==> src/hw/rtl/fqms_pkg.sv <==
// Shared types, constants and helpers for the fuzzy query match scorer.
// No dependencies; used by fqms_track and fuzzy_query_match_scorer.
`timescale 1ns / 1ps
`default_nettype none

package fqms_pkg;

    // Default number of window cells (longest usable query)
    localparam int QUERY_MAX_DEF = 8;

    // Configuration register indexes
    localparam int CFG_INDEX_W = 1;
    localparam logic [CFG_INDEX_W-1:0] CFG_QUERY_LENGTH = 1'd0;
    localparam logic [CFG_INDEX_W-1:0] CFG_QUERY_CHARS  = 1'd1;

    // Score values
    localparam logic [7:0] SCORE_SUBSTR       = 8'd100;
    localparam logic [7:0] PREFIX_BONUS       = 8'd50;
    localparam logic [7:0] SCORE_PREFIX       = SCORE_SUBSTR + PREFIX_BONUS;
    localparam logic [7:0] SCORE_EMPTY_QUERY  = 8'd1;
    localparam logic [7:0] STEP_CONT          = 8'd5;
    localparam logic [7:0] STEP_GAP           = 8'd3;
    localparam logic [7:0] BOUNDARY_BONUS     = 8'd10;
    localparam logic [7:0] RUN_SCORE_MAX      = 8'd127;

    // Characters of interest
    localparam logic [7:0] CHAR_SPACE      = 8'h20;
    localparam logic [7:0] CHAR_UNDERSCORE = 8'h5F;
    localparam logic [7:0] CHAR_UP_A       = 8'h41;
    localparam logic [7:0] CHAR_UP_Z       = 8'h5A;
    localparam logic [7:0] CHAR_LO_A       = 8'h61;
    localparam logic [7:0] CHAR_LO_Z       = 8'h7A;
    localparam logic [7:0] CASE_OFFSET     = 8'h20;

    // Saturation limit of the character counter
    localparam logic [3:0] SEEN_MAX = 4'd15;

    typedef enum logic [2:0] {
        KIND_NONE        = 3'd0,
        KIND_FUZZY       = 3'd1,
        KIND_SUBSTR      = 3'd2,
        KIND_PREFIX      = 3'd3,
        KIND_EMPTY_QUERY = 3'd4
    } t_kind;

    typedef struct packed {
        logic [7:0] score;
        t_kind      kind;
    } t_result;

    function automatic logic is_upper(input logic [7:0] c);
        return (c >= CHAR_UP_A) && (c <= CHAR_UP_Z);
    endfunction

    function automatic logic is_lower(input logic [7:0] c);
        return (c >= CHAR_LO_A) && (c <= CHAR_LO_Z);
    endfunction

    function automatic logic [7:0] to_lower(input logic [7:0] c);
        return is_upper(c) ? (c + CASE_OFFSET) : c;
    endfunction

    // Lowercased query byte at a position, first character in the lowest byte
    function automatic logic [7:0] query_char(input logic [63:0] chars,
                                              input logic [2:0]  idx);
        return to_lower(chars[{idx, 3'b000} +: 8]);
    endfunction

endpackage

`default_nettype wire

==> src/hw/rtl/fqms_cell.sv <==
// One window cell: holds a lowercased text character, hands it to its
// neighbor on every character word and compares its next value with one query char.
// Depends on nothing but the clock and reset.
`timescale 1ns / 1ps
`default_nettype none

module fqms_cell (
    input  wire logic       i_clk,
    input  wire logic       i_rst_n,
    input  wire logic       i_shift,       // character word taken
    input  wire logic       i_clear,       // empty-text word taken
    input  wire logic [7:0] i_char_in,     // value from the left neighbor
    input  wire logic [7:0] i_query_char,  // query char aligned to this cell
    input  wire logic       i_use,         // cell lies inside the query length
    output logic      [7:0] o_char,
    output logic            o_hit
);

    logic [7:0] r_char;
    logic [7:0] n_char;

    // next content of the cell
    always_comb begin
        if (i_clear) begin
            n_char = 8'd0;
        end else if (i_shift) begin
            n_char = i_char_in;
        end else begin
            n_char = r_char;
        end
    end

    always_ff @(posedge i_clk) begin
        if (!i_rst_n) begin
            r_char <= 8'd0;
        end else begin
            r_char <= n_char;
        end
    end

    // compare against the window as it stands after this word
    assign o_hit  = !i_use || (n_char == i_query_char);
    assign o_char = r_char;

endmodule

`default_nettype wire

==> src/hw/rtl/fqms_track.sv <==
// Per-text tracking: character count, substring and prefix flags, and the
// subsequence scorer; forms the result of a finished text.
// Depends on fqms_pkg.
`timescale 1ns / 1ps
`default_nettype none

module fqms_track (
    input  wire logic        i_clk,
    input  wire logic        i_rst_n,
    input  wire logic        i_take,        // character word taken
    input  wire logic        i_clear,       // empty-text word taken
    input  wire logic        i_first,       // first character of a text
    input  wire logic [7:0]  i_raw,
    input  wire logic [7:0]  i_low,
    input  wire logic [3:0]  i_qlen,        // clamped query length
    input  wire logic [63:0] i_query_chars,
    input  wire logic        i_window_hit,  // all used cells match
    output fqms_pkg::t_result o_result
);

    logic [3:0] r_seen, n_seen, b_seen;
    logic       r_sub, n_sub, b_sub;
    logic       r_pre, n_pre, b_pre;
    logic [3:0] r_mc, n_mc, b_mc;
    logic [6:0] r_run, n_run, b_run;
    logic       r_pm, n_pm, b_pm;
    logic [7:0] r_prev, n_prev, b_prev;

    logic       hit;
    logic       boundary;
    logic [7:0] qc;
    logic [7:0] sum;

    // state as seen by this word: cleared at the first character
    always_comb begin
        b_seen = i_first ? 4'd0 : r_seen;
        b_sub  = i_first ? 1'b0 : r_sub;
        b_pre  = i_first ? 1'b0 : r_pre;
        b_mc   = i_first ? 4'd0 : r_mc;
        b_run  = i_first ? 7'd0 : r_run;
        b_pm   = i_first ? 1'b0 : r_pm;
        b_prev = i_first ? 8'd0 : r_prev;
    end

    // subsequence step
    always_comb begin
        qc       = fqms_pkg::query_char(i_query_chars, b_mc[2:0]);
        boundary = (b_seen == 4'd0) || (b_prev == fqms_pkg::CHAR_SPACE) ||
                   (b_prev == fqms_pkg::CHAR_UNDERSCORE) ||
                   (fqms_pkg::is_lower(b_prev) && fqms_pkg::is_upper(i_raw));
        sum      = {1'b0, b_run} + (b_pm ? fqms_pkg::STEP_CONT : fqms_pkg::STEP_GAP) +
                   (boundary ? fqms_pkg::BOUNDARY_BONUS : 8'd0);
        n_mc  = b_mc;
        n_run = b_run;
        n_pm  = b_pm;
        if ((i_qlen != 4'd0) && (b_mc < i_qlen)) begin
            if (i_low == qc) begin
                n_run = (sum > fqms_pkg::RUN_SCORE_MAX) ? fqms_pkg::RUN_SCORE_MAX[6:0]
                                                        : sum[6:0];
                n_pm  = 1'b1;
                n_mc  = b_mc + 4'd1;
            end else begin
                n_pm  = 1'b0;
            end
        end
    end

    // counter and contiguous match flags
    always_comb begin
        n_seen = (b_seen < fqms_pkg::SEEN_MAX) ? (b_seen + 4'd1) : b_seen;
        n_prev = i_raw;
        hit    = (i_qlen != 4'd0) && (n_seen >= i_qlen) && i_window_hit;
        n_sub  = b_sub || hit;
        n_pre  = b_pre || (hit && (n_seen == i_qlen));
    end

    always_ff @(posedge i_clk) begin
        if (!i_rst_n || i_clear) begin
            r_seen <= 4'd0;
            r_sub  <= 1'b0;
            r_pre  <= 1'b0;
            r_mc   <= 4'd0;
            r_run  <= 7'd0;
            r_pm   <= 1'b0;
            r_prev <= 8'd0;
        end else if (i_take) begin
            r_seen <= n_seen;
            r_sub  <= n_sub;
            r_pre  <= n_pre;
            r_mc   <= n_mc;
            r_run  <= n_run;
            r_pm   <= n_pm;
            r_prev <= n_prev;
        end
    end

    // result of the text, valid when the word ends it
    always_comb begin
        o_result.score = 8'd0;
        o_result.kind  = fqms_pkg::KIND_NONE;
        if (i_qlen == 4'd0) begin
            o_result.score = fqms_pkg::SCORE_EMPTY_QUERY;
            o_result.kind  = fqms_pkg::KIND_EMPTY_QUERY;
        end else if (i_clear) begin
            o_result.score = 8'd0;
            o_result.kind  = fqms_pkg::KIND_NONE;
        end else if (n_sub) begin
            if (n_pre) begin
                o_result.score = fqms_pkg::SCORE_PREFIX;
                o_result.kind  = fqms_pkg::KIND_PREFIX;
            end else begin
                o_result.score = fqms_pkg::SCORE_SUBSTR;
                o_result.kind  = fqms_pkg::KIND_SUBSTR;
            end
        end else if (n_mc >= i_qlen) begin
            o_result.score = {1'b0, n_run};
            o_result.kind  = fqms_pkg::KIND_FUZZY;
        end
    end

endmodule

`default_nettype wire

==> src/hw/rtl/fuzzy_query_match_scorer.sv <==
// Fuzzy query match scorer: query registers, a row of window cells, the
// per-text tracker and an output register with a skid stage.
// Depends on fqms_pkg, fqms_cell and fqms_track.
//
// Usage:
//   Write query_length (index 0) and query_chars (index 1, first char in the
//   lowest byte) through i_cfg_we / i_cfg_index / i_cfg_data while idle.
//   Stream text characters on the input channel (i_valid / o_stall), one per
//   word, marking the first and last character; an empty text is one word
//   with i_empty_text set. A word is taken when i_valid is high and o_stall
//   is low.
//   Each last-character or empty-text word yields one score word on the
//   output channel (o_valid / i_stall), registered after it is taken.
//   Throughput is one character per cycle while o_stall is low: the window
//   is a chain of QUERY_MAX cells that shift and compare in the same cycle,
//   and the subsequence step is one add and compare.
//   When the receiver stalls, the held result stays on the outputs and one
//   further result is caught in the skid stage; o_stall then rises until
//   the skid stage drains.
//   Reset clears the query registers (empty query), the window and all
//   per-text state; no result is pending after reset.
`timescale 1ns / 1ps
`default_nettype none

module fuzzy_query_match_scorer #(
    parameter int QUERY_MAX = fqms_pkg::QUERY_MAX_DEF
) (
    input  wire logic                             i_clk,
    input  wire logic                             i_rst_n,
    // configuration
    input  wire logic                             i_cfg_we,
    input  wire logic [fqms_pkg::CFG_INDEX_W-1:0] i_cfg_index,
    input  wire logic [63:0]                      i_cfg_data,
    // input channel
    input  wire logic                             i_valid,
    output logic                                  o_stall,
    input  wire logic [7:0]                       i_text_char,
    input  wire logic                             i_first_char,
    input  wire logic                             i_last_char,
    input  wire logic                             i_empty_text,
    // output channel
    output logic                                  o_valid,
    input  wire logic                             i_stall,
    output logic [7:0]                            o_score,
    output logic [2:0]                            o_match_kind
);

    logic [3:0]  r_query_length;
    logic [63:0] r_query_chars;

    logic        accept;
    logic        take;
    logic        clear;
    logic        first;
    logic [7:0]  low;
    logic [3:0]  qlen;

    logic [7:0]           w_char [QUERY_MAX];
    logic [QUERY_MAX-1:0] w_hit;

    fqms_pkg::t_result res;
    fqms_pkg::t_result r_out;
    fqms_pkg::t_result r_skid;
    logic              r_out_valid;
    logic              r_skid_valid;
    logic              res_valid;
    logic              out_free;

    // configuration registers
    always_ff @(posedge i_clk) begin
        if (!i_rst_n) begin
            r_query_length <= 4'd0;
            r_query_chars  <= 64'd0;
        end else if (i_cfg_we) begin
            case (i_cfg_index)
                fqms_pkg::CFG_QUERY_LENGTH: r_query_length <= i_cfg_data[3:0];
                fqms_pkg::CFG_QUERY_CHARS:  r_query_chars  <= i_cfg_data;
                default: ;
            endcase
        end
    end

    // word decode
    assign accept = i_valid && !o_stall;
    assign take   = accept && !i_empty_text;
    assign clear  = accept && i_empty_text;
    assign first  = i_first_char;
    assign low    = fqms_pkg::to_lower(i_text_char);
    assign qlen   = (r_query_length > 4'(QUERY_MAX)) ? 4'(QUERY_MAX) : r_query_length;

    // window: cell 0 takes the new char, cell k the char of cell k-1 (zero on a first char)
    for (genvar k = 0; k < QUERY_MAX; k++) begin : g_cell
        logic [7:0] char_in;
        logic [3:0] qidx;

        if (k == 0) begin : g_head
            assign char_in = low;
        end else begin : g_body
            assign char_in = first ? 8'd0 : w_char[k-1];
        end

        // cell k holds the char matched by query position qlen-1-k
        assign qidx = qlen - 4'(k) - 4'd1;

        fqms_cell u_cell (
            .i_clk        (i_clk),
            .i_rst_n      (i_rst_n),
            .i_shift      (take),
            .i_clear      (clear),
            .i_char_in    (char_in),
            .i_query_char (fqms_pkg::query_char(r_query_chars, qidx[2:0])),
            .i_use        (4'(k) < qlen),
            .o_char       (w_char[k]),
            .o_hit        (w_hit[k])
        );
    end

    fqms_track u_track (
        .i_clk         (i_clk),
        .i_rst_n       (i_rst_n),
        .i_take        (take),
        .i_clear       (clear),
        .i_first       (first),
        .i_raw         (i_text_char),
        .i_low         (low),
        .i_qlen        (qlen),
        .i_query_chars (r_query_chars),
        .i_window_hit  (&w_hit),
        .o_result      (res)
    );

    // output register with skid stage
    assign res_valid = accept && (i_empty_text || i_last_char);
    assign out_free  = !r_out_valid || !i_stall;

    always_ff @(posedge i_clk) begin
        if (!i_rst_n) begin
            r_out_valid  <= 1'b0;
            r_skid_valid <= 1'b0;
        end else if (out_free) begin
            r_out_valid  <= r_skid_valid || res_valid;
            r_skid_valid <= 1'b0;
        end else if (res_valid) begin
            r_skid_valid <= 1'b1;
        end
    end

    always_ff @(posedge i_clk) begin
        if (out_free) begin
            r_out <= r_skid_valid ? r_skid : res;
        end else if (res_valid) begin
            r_skid <= res;
        end
    end

    assign o_stall      = r_skid_valid;
    assign o_valid      = r_out_valid;
    assign o_score      = r_out.score;
    assign o_match_kind = r_out.kind;

endmodule

`default_nettype wire
==> config.mk <==
export PLATFORM = sky130hd
export DESIGN_NAME = fuzzy_query_match_scorer
export DESIGN_NICKNAME = d
export VERILOG_FILES = /design/src/hw/rtl/fqms_pkg.sv /design/src/hw/rtl/fqms_cell.sv /design/src/hw/rtl/fqms_track.sv /design/src/hw/rtl/fuzzy_query_match_scorer.sv
export SDC_FILE = /design/constraint.sdc
export NUM_CORES = 1
export LEC_CHECK = 0
export BUFFER_PORTS_ARGS = -buffer_cell sky130_fd_sc_hd__buf_2
export CAP_MARGIN = 20
export CORE_MARGIN = 4
export CORE_UTILIZATION = 38
export CTS_CLUSTER_DIAMETER = 100
export DETAILED_ROUTE_END_ITERATION = 7
export SETUP_SLACK_MARGIN = 0.3
export SYNTH_ARGS = -nofsm -noshare
export SYNTH_HDL_FRONTEND = slang
export SYNTH_SLANG_ARGS = --single-unit
==> constraint.sdc <==
create_clock -name i_clk -period 7.25 [get_ports i_clk]
set_clock_uncertainty 0.2 [all_clocks]
set_input_delay 1.45 -clock i_clk [delete_from_list [all_inputs] [get_ports i_clk]]
set_output_delay 1.45 -clock i_clk [all_outputs]
set_load 0.02 [all_outputs]
==> impl_metrics.yaml, run 1 <==
layout:
  final_cells: 1932
  finish.utilization_pct: 42.7
  stdcell_area_um2: 14300
  area_growth_pct: 11.1
  drive_above_1_share_pct: 16.5
  final_nets: 1584
placed_design:
  place_area_um2: 13700
  hpwl_um: 32700
  dp.cells: 1898
  numPortBuffers: 93
  place_ws_ns: 0.327
  gp_congestion: 0.969
run:
  drv_cap: 0
yosys:
  yosysUniqueCellTypes: 86
  synth_area_leader_cell: "dfxtp_1"
  ys_ff_latch: 182
  synth_most_common_cell: "nand2_1"
  ys.warnings.count: 0
  synthTopCellsByCount: "212 x nand2_1, 160 x dfxtp_1, 93 x mux2i_1"
  postSynth.asyncResetShare_pct: 0
  syn_nets: 1551
  synthesis.area_um2: 12800
  yosys-top-cells-area: "dfxtp_1 25%, mux4_2 8.4%, mux2i_1 7.2%, nand2_1 6.2%, edfxtp_1 5.1%"
  synth_ff_type: "dfxtp_1"
  ys_seq_area_share_pct: 30.1
  synth_top_area_share_pct: 24.9
  synthCells: 1437
  syn_area_per_cell_um2: 8.94
  synth-edff-count: 22
critical_path:
  reg2reg_to: "o_score[4]"
  rr_worst_depth: 16
  reg2reg_slack_ns: 1.06
  crit_path_max_incr_delay_ns: 0.74
  crit_arrival_ns: 6.48
  start_kind: "primary input"
  cp-startpoint: "i_first_char"
  cp_max_fo: 10
  path_cells: "buf_2 > nand2b_1 > inv_1 > a32oi_1 > o21ai_0 > o21ai_0 > inv_1 > ha_1 > o41ai_1 > xor2_1 > nor3_2 > nand4_1 > xnor2_1 > ha_1 > a2111oi_0 > a21oi_1 > a22oi_1 > o41ai_2"
  critPathKind: "primary input to register"
  required_ns: 7.23
  slowest_stage: "a2111oi_0"
  endpoint_kind: "register"
  worstSetupEndpoint: "o_score[4]"
  regToRegStartpoint: "u_track.r_mc[1]"
timing:
  worst_slack_ns: 0.748
  setup_violations: 0
  fin_crit_ns: 6.50
  tightestPinTransition_ns: 1.20
  rsz0062_at_grt: "no"
  fmax_mhz: 154
  fin_crit_sh_pct: 89.7
  finalSetupTns_ns: 0
  slew_viol_final: 0
  hold_ws_ns: 0.277
  slew_headroom_pct: 19.0
  hold_viol: 0
grt:
  grt_pass1_wl_um: 65900
  overflow: 0
  grt_antenna_before_repair: 1
  grt_usage_pct: 23.3
  grt_max_degree: 86
  grt_pass1_vias: 10500
clock_tree:
  cts_resized: 0
  cts-root-buf: "clkbuf_16"
  ctsHoldBuffers: 0
  cts_setup_buffers: 0
  cts.clk_slew.worst_paths_ns: 0.07
  numCtsBuffers: 17
  cts_sinks: 182
  tritoncts: "built"
  cts_max_level: 4
  clock_path_buffers: 2
  worstSkewPairLatency_ns: 0.45
die:
  die_w_um: 192
  start_util_pct: 38.4
  io_pins: 94
  floorplan.rows: 67
  die_y_um: 192
  core_area_um2: 33400
  dieArea_um2: 36800
pwr:
  vdd_ir_drop_max_v: 0.000151
  power_density_nw_per_um2: 182
  fin_total_pwr_mw: 2.60
  leakage_nw: 5.42
route:
  avgViaCountPerCell: 5.97
  vias: 11500
  wl_per_cell_um: 22.3
  ant_nets: 0
  routed_wirelength_um: 43100
  drt-initial-drc-count: 1176
  dr.pass1.iters: 7
  remaining_drc_errors: 0
min_path:
  hp-class: "register to register"
status:
  status: "finished, final reports clean"
## layout make-up
class / count / area (um2)
antenna: 1 / 2.50
clock buffer: 17 / 425
clock inverter: 15 / 144
fill: 3263 / 19200
inverter: 43 / 161
multi-input combinational: 1113 / 8440
sequential: 182 / 3860
tap: 448 / 561
timing repair buffer: 113 / 676
## state kept, by name (all words and copies together), names as in the netlist
name,flops
u_track.r_prev,8
r_skid,11
o_stall,1
r_query_length,4
u_track.r_run,7
u_track.r_mc,4
u_track.r_pm,1
g_cell.u_cell.o_char,64
o_score,8
u_track.r_sub,1
o_valid,1
u_track.r_seen,4
u_track.r_pre,1
o_match_kind,3
r_query_chars,64
## metal layers
layer | GRT usage, % | wire, um | vias up
met3 | 2.93 | 2790 | 79
li1 | - | - | 5330
met4 | 6.85 | 1270 | 0
met1 | 34.2 | 19700 | 5619
met5 | 0 | 0 | -
met2 | 35.7 | 19400 | 501
## worst max-delay path, delay by kind of cell
kind,cells,cell delay [ns]
AOI/OAI and AO/OA,8,2.56
xor gates and xnor gates,2,0.44
adders and majority gates,2,0.58
buffers and inverters,3,0.47
and+or+nand+nor,3,0.98
## cells by family after synthesis
kind of cell | share of synthesized area, %
AO/OA/AOI/OAI | 19.3
adder cells (fa/ha/maj) | 3.41
buffers and inverters | 4.36
AND/OR/NAND/NOR | 18.7
flip-flops | 30.1
multiplexers | 17.9
XOR/XNOR | 6.23
## power breakdown
group	total [mW]	internal (mW)	switching, mW
Combinational	0.569	0.234	0.335
Sequential	1.09	1.05	0.0455
Clock	0.944	0.482	0.462
## layout by cell type, fill, tap and decap left out, types with 5 or more instances in the layout
| master | count |
|---|---|
| o22ai_1 | 10 |
| a31oi_1 | 8 |
| o41ai_1 | 5 |
| a22oi_1 | 87 |
| a222oi_1 | 5 |
| xnor2_1 | 52 |
| inv_6 | 5 |
| nor3_1 | 26 |
| o21ai_0 | 32 |
| nor2_1 | 60 |
| a21oi_1 | 36 |
| dfxtp_1 | 160 |
| mux2i_1 | 93 |
| nor2b_1 | 81 |
| nor3b_1 | 6 |
| a211oi_1 | 10 |
| mux4_2 | 48 |
| a21boi_0 | 68 |
| xor2_1 | 31 |
| nand2_1 | 211 |
| buf_2 | 92 |
| clkbuf_16 | 17 |
| nand3_1 | 15 |
| o31ai_1 | 14 |
| o221ai_1 | 10 |
| ha_1 | 31 |
| inv_1 | 40 |
| nor4b_1 | 5 |
| or3_1 | 5 |
| a21o_1 | 5 |
| and2_1 | 15 |
| buf_4 | 17 |
| edfxtp_1 | 22 |
| nand4_1 | 7 |
| nand2b_1 | 11 |
| mux2_2 | 26 |
| nor4_1 | 7 |
## worst min path at each step
stage / slack (ns) / cells after the start / end / from
after floorplan: 0.24 / 2 / u_track.r_prev[7] / u_track.r_prev[7]
after global placement: 0.25 / 2 / u_track.r_prev[7] / u_track.r_prev[7]
after detailed placement: 0.27 / 2 / u_track.r_prev[7] / u_track.r_prev[7]
after CTS: 0.28 / 2 / u_track.r_prev[7] / u_track.r_prev[7]
after global routing: 0.31 / 2 / u_track.r_prev[4] / u_track.r_prev[4]
final: 0.28 / 2 / u_track.r_prev[7] / u_track.r_prev[7]
Power figures use the tool's default switching activity.
==> run 2, diff against run 1 <==
--- a/config.mk
+++ b/config.mk
@@ -6,11 +6,14 @@
 export NUM_CORES = 1
 export LEC_CHECK = 0
 export BUFFER_PORTS_ARGS = -buffer_cell sky130_fd_sc_hd__buf_2
-export CAP_MARGIN = 20
+export CAP_MARGIN = 5
+export CELL_PAD_IN_SITES_DETAIL_PLACEMENT = 0
+export CELL_PAD_IN_SITES_GLOBAL_PLACEMENT = 2
 export CORE_MARGIN = 4
-export CORE_UTILIZATION = 38
+export CORE_UTILIZATION = 39
 export CTS_CLUSTER_DIAMETER = 100
 export DETAILED_ROUTE_END_ITERATION = 7
+export PLACE_DENSITY_LB_ADDON = 0.1
 export SETUP_SLACK_MARGIN = 0.3
 export SYNTH_ARGS = -nofsm -noshare
 export SYNTH_HDL_FRONTEND = slang
==> impl_metrics.yaml, run 2 (same netlist as run 1, synthesis figures left out) <==
die:
  die_y_um: 189
  floorplan.rows: 66
  start_util_pct: 39.5
  dieArea_um2: 35900
  core_area_um2: 32500
  io_pins: 94
  die_w_um: 189
grt:
  global_route.usage.met1_pct: 35.4
  grt_antenna_before_repair: 0
  top_usage_layer: "met2"
  grt_max_degree: 84
  overflow: 0
  grt_usage_pct: 24.8
  grt_pass1_wl_um: 68400
  grt_pass1_vias: 11000
  grt_use_met2_pct: 38.2
  use_met3_pct: 3.95
layout:
  final_nets: 1586
  final_cell_mix: "211 x nand2_1, 160 x dfxtp_1, 93 x mux2i_1"
  finish.utilization_pct: 43.9
  drive_above_1_share_pct: 16.6
  diodes: 0
  area_growth_pct: 11.1
  layout_commonest_cell: "nand2_1"
  fillers: 3313
placed_design:
  hpwl_um: 33800
  numPortBuffers: 93
  gp_congestion: 0.950
timing:
  rsz0062_at_grt: "no"
  tightestPinTransition_ns: 1.18
  fmax_mhz: 156
  hold_viol: 0
  finalSetupTns_ns: 0
  slew_viol_final: 0
  slew_headroom_pct: 20.7
  fin_crit_sh_pct: 88.2
  fin_crit_ns: 6.39
  setup_violations: 0
critical_path:
  cp-startpoint: "r_query_length[3]"
  reg2reg_to: "o_score[1]"
  endpoint_kind: "register"
  regToRegStartpoint: "r_query_length[3]"
  reg2reg_slack_ns: 0.86
  crit_arrival_ns: 6.46
  rr_worst_depth: 15
  cp_max_fo: 22
  start_kind: "register"
  required_ns: 7.31
  critPathKind: "register to register"
clock_tree:
  tritoncts: "built"
  cts_resized: 0
  cts.clk_slew.worst_paths_ns: 0.08
  worstSkewPairLatency_ns: 0.46
  cts_setup_buffers: 0
  ctsHoldBuffers: 0
  cts_sinks: 182
  cts-root-buf: "clkbuf_16"
  numCtsBuffers: 17
  cts_max_level: 4
  clock_path_buffers: 2
run:
  drv_cap: 0
route:
  routed_wirelength_um: 44700
  ant_nets: 0
  wl_per_cell_um: 23.2
  avgViaCountPerCell: 5.84
  vias: 11300
  dr.pass1.iters: 5
  drt-initial-drc-count: 1039
  remaining_drc_errors: 0
pwr:
  vdd_ir_drop_max_v: 0.000175
  leakage_nw: 5.44
  fin_total_pwr_mw: 2.63
  power_density_nw_per_um2: 184
min_path:
  hold_depth: 2
  hold_end: "u_track.r_prev[7]"
  min_from: "u_track.r_prev[7]"
  hp-class: "register to register"
status:
  status: "finished, final reports clean"
[run 2: cell count changes in the layout (fill, tap and decap cells not counted), moves of 2 or more]
cell,change
buf_4,+4
inv_6,-3
clkinvlp_4,-2
clkinv_4,+3
clkinv_2,+2
[run 2: per-layer routing]
layer / part of all wire [%] / wire length (um)
met2: 44 / 19700
met4: 3.5 / 1590
met3: 4.9 / 2190
met1: 47 / 21200
met5: 0 / 0
[run 2: stage by stage]
stage,setup slack [ns],cell area [um2],hold WS [ns],std cells
after floorplan,1.05,12800,0.237,1437
after global placement,0.666,13700,0.249,1895
after detailed placement,0.541,13700,0.250,1895
after CTS,0.963,14300,0.262,1927
after global routing,0.469,14300,0.302,1927
final,0.855,14300,0.260,1927
[run 2: worst max-delay path by stage]
stage	slack, ns	end	cells after the start
6_report	0.86	o_score[1]	15
5_1_grt	0.47	o_score[4]	18
4_1_cts	0.96	o_score[1]	15
3_5_place_dp	0.54	o_score[4]	18
3_3_place_gp	0.67	o_score[4]	18
2_1_floorplan	1.05	o_score[0]	22
[run 2: critical path, stage by stage, from the launching register on]
cell	delay [ns]
dfxtp_1	0.96
nor2b_2	0.10
inv_1	0.13
ha_1	0.35
ha_1	0.36
xor2_4	0.37
mux4_2	0.69
ha_1	0.34
o311a_1	0.34
a2111oi_0	0.49
o2111ai_1	0.22
o31ai_2	0.34
nand2_1	0.13
nor4_1	0.38
mux2_2	0.46
o41ai_1	0.35
[run 2: area by class of cell]
cell class                      count  area, um2  share of cell area (%)
Multi-Input combinational cell   1113       8450                    59.2
Sequential cell                   182       3860                    27.1
Inverter                           43        161                    1.13
Clock buffer                       19        443                    3.10
Tap cell                          442        553                    3.87
Clock inverter                     13        149                    1.04
Timing Repair Buffer              115        658                    4.61
[run 2: power by group]
| group | switching, mW | internal (mW) | total [mW] |
|---|---|---|---|
| clock network | 0.440 | 0.522 | 0.962 |
| logic | 0.341 | 0.235 | 0.576 |
| registers | 0.0470 | 1.05 | 1.09 |
==> run 3, diff against run 2 <==
--- a/config.mk
+++ b/config.mk
@@ -5,12 +5,13 @@
 export SDC_FILE = /design/constraint.sdc
 export NUM_CORES = 1
 export LEC_CHECK = 0
+export ABC_AREA = 1
 export BUFFER_PORTS_ARGS = -buffer_cell sky130_fd_sc_hd__buf_2
 export CAP_MARGIN = 5
 export CELL_PAD_IN_SITES_DETAIL_PLACEMENT = 0
 export CELL_PAD_IN_SITES_GLOBAL_PLACEMENT = 2
 export CORE_MARGIN = 4
-export CORE_UTILIZATION = 39
+export CORE_UTILIZATION = 33
 export CTS_CLUSTER_DIAMETER = 100
 export DETAILED_ROUTE_END_ITERATION = 7
 export PLACE_DENSITY_LB_ADDON = 0.1
==> impl_metrics.yaml, run 3 <==
placed_design:
  dp.cells: 2694
  gp_congestion: 0.912
  numPortBuffers: 93
  hpwl_um: 40900
yosys:
  syn_area_per_cell_um2: 6.10
  ys_ff_latch: 182
  synthTopCellsByCount: "611 x nand2_1, 256 x inv_1, 207 x nand3_1"
  synth-edff-count: 22
  synthesis.area_um2: 13200
  synthCells: 2166
  ys_seq_area_share_pct: 29.3
  yosys-top-cells-area: "dfxtp_1 24%, nand2_1 17%, nand3_1 7.8%, inv_1 7.3%, nor2_1 5.6%"
  synth_area_leader_cell: "dfxtp_1"
  yosysUniqueCellTypes: 56
  postSynth.asyncResetShare_pct: 0
  syn_nets: 2280
  synth_top_area_share_pct: 24.2
  ys.warnings.count: 0
  synth_most_common_cell: "nand2_1"
  synth_ff_type: "dfxtp_1"
critical_path:
  endpoint_kind: "register"
  crit_path_max_incr_delay_ns: 0.60
  critPathKind: "primary input to register"
  slowest_stage: "nand2_2"
  reg2reg_to: "r_skid[0]"
  reg2reg_slack_ns: 1.71
  crit_top_cell: "nand2_1"
  start_kind: "primary input"
  regToRegStartpoint: "r_query_length[3]"
  required_ns: 7.27
  crit_arrival_ns: 5.85
  cp_max_fo: 36
  rr_worst_depth: 20
grt:
  grt_pass1_wl_um: 78400
  grt_antenna_before_repair: 0
  grt_usage_pct: 23.6
  grt_pass1_vias: 12700
  overflow: 0
  grt_max_degree: 81
layout:
  diodes: 0
  fillers: 4491
  final_cells: 2725
  final_nets: 2302
  final_cell_mix: "610 x nand2_1, 255 x inv_1, 207 x nand3_1"
  drive_above_1_share_pct: 9.18
  area_growth_pct: 9.96
  layout_commonest_cell: "nand2_1"
min_path:
  hold_depth: 2
  min_from: "u_track.r_prev[3]"
  hold_end: "u_track.r_prev[3]"
  hp-class: "register to register"
pwr:
  vdd_ir_drop_max_v: 0.000182
  power_density_nw_per_um2: 214
  leakage_nw: 6.77
  fin_total_pwr_mw: 3.11
die:
  die_w_um: 208
  floorplan.rows: 73
  die_y_um: 208
  core_area_um2: 39600
  io_pins: 94
  dieArea_um2: 43300
  start_util_pct: 33.3
route:
  vias: 13900
  dr.pass1.iters: 8
  wl_per_cell_um: 19.2
  ant_nets: 0
  remaining_drc_errors: 0
  routed_wirelength_um: 52400
  avgViaCountPerCell: 5.09
  drt-initial-drc-count: 1096
timing:
  setup_violations: 0
  fin_crit_ns: 5.82
  fin_crit_sh_pct: 80.3
  tightestPinTransition_ns: 1.07
  fmax_mhz: 172
  rsz0062_at_grt: "no"
  hold_viol: 0
  finalSetupTns_ns: 0
  slew_headroom_pct: 28.0
  slew_viol_final: 0
clock_tree:
  worstSkewPairLatency_ns: 0.47
  clock_path_buffers: 2
  cts_setup_buffers: 0
  cts-root-buf: "clkbuf_16"
  cts_max_level: 4
  tritoncts: "built"
  cts_resized: 0
  numCtsBuffers: 17
  cts.clk_slew.worst_paths_ns: 0.07
  ctsHoldBuffers: 0
  cts_sinks: 182
run:
  drv_cap: 0
status:
  status: "finished, final reports clean"
run 3: worst max-delay path, delay by kind of cell:
family                   cells  cell delay [ns]
adder cells (fa/ha/maj)      2             0.61
buffers and inverters        7             1.24
AND/OR/NAND/NOR             14             2.03
AO/OA/AOI/OAI                2             0.29
XOR/XNOR                     1             0.19
run 3: layout make-up:
type                    count  area, um2  share of cell area (%)
clock buffers              18        430                    2.96
clock inverters            13        174                    1.20
inverters                 275       1030                    7.12
multi-input cells        1602       7770                    53.5
flip-flops and latches    182       3860                    26.6
well taps                 525        657                    4.52
repair buffers            110        593                    4.08
run 3: layer usage:
metal / track usage (%) / up-vias / wire, um
li1: - / 7086 / -
met1: 33.5 / 6395 / 25800
met2: 36.9 / 331 / 22900
met3: 3.56 / 66 / 2210
met4: 7.75 / 2 / 1470
met5: 1.00 / - / 57
run 3: how the worst max path moves through the flow:
stage                  from         endpoint  slack (ns)  cells past startpoint
3_5_place_dp   i_first_char       o_score[2]        0.98                     20
5_1_grt        i_first_char       o_score[0]        0.83                     27
6_report       i_first_char  o_match_kind[0]        1.43                     26
2_1_floorplan  i_first_char       o_score[0]        1.44                     23
4_1_cts        i_first_char       o_score[2]        1.47                     20
3_3_place_gp   i_first_char  o_match_kind[0]        1.04                     28
run 3: stage by stage:
step	area (um2)	util [%]	setup WS [ns]	hold slack, ns
2_1_floorplan	13200	-	1.44	0.245
3_5_place_dp	13900	35.1	0.981	0.267
4_1_cts	14500	36.6	1.47	0.279
6_report	14500	36.6	1.43	0.276
5_1_grt	14500	36.6	0.826	0.296
3_3_place_gp	13900	35.1	1.04	0.258
run 3: cells by family (layout without fill, tap and decap cells):
family	after synthesis	after routing	share of synthesized area, %
buf+inv	382	416	12.0
flops	182	182	29.3
fa+ha+maj	33	33	3.24
simple gates	1132	1132	36.5
xor+xnor	34	34	2.31
mux	1	1	0.0758
compound gates	402	402	16.7
run 3: report_power, final:
part / switching [mW] / internal, mW / leakage (nW)
logic: 0.702 / 0.292 / 4.94
clock network: 0.457 / 0.548 / 0.297
registers: 0.0433 / 1.07 / 1.54
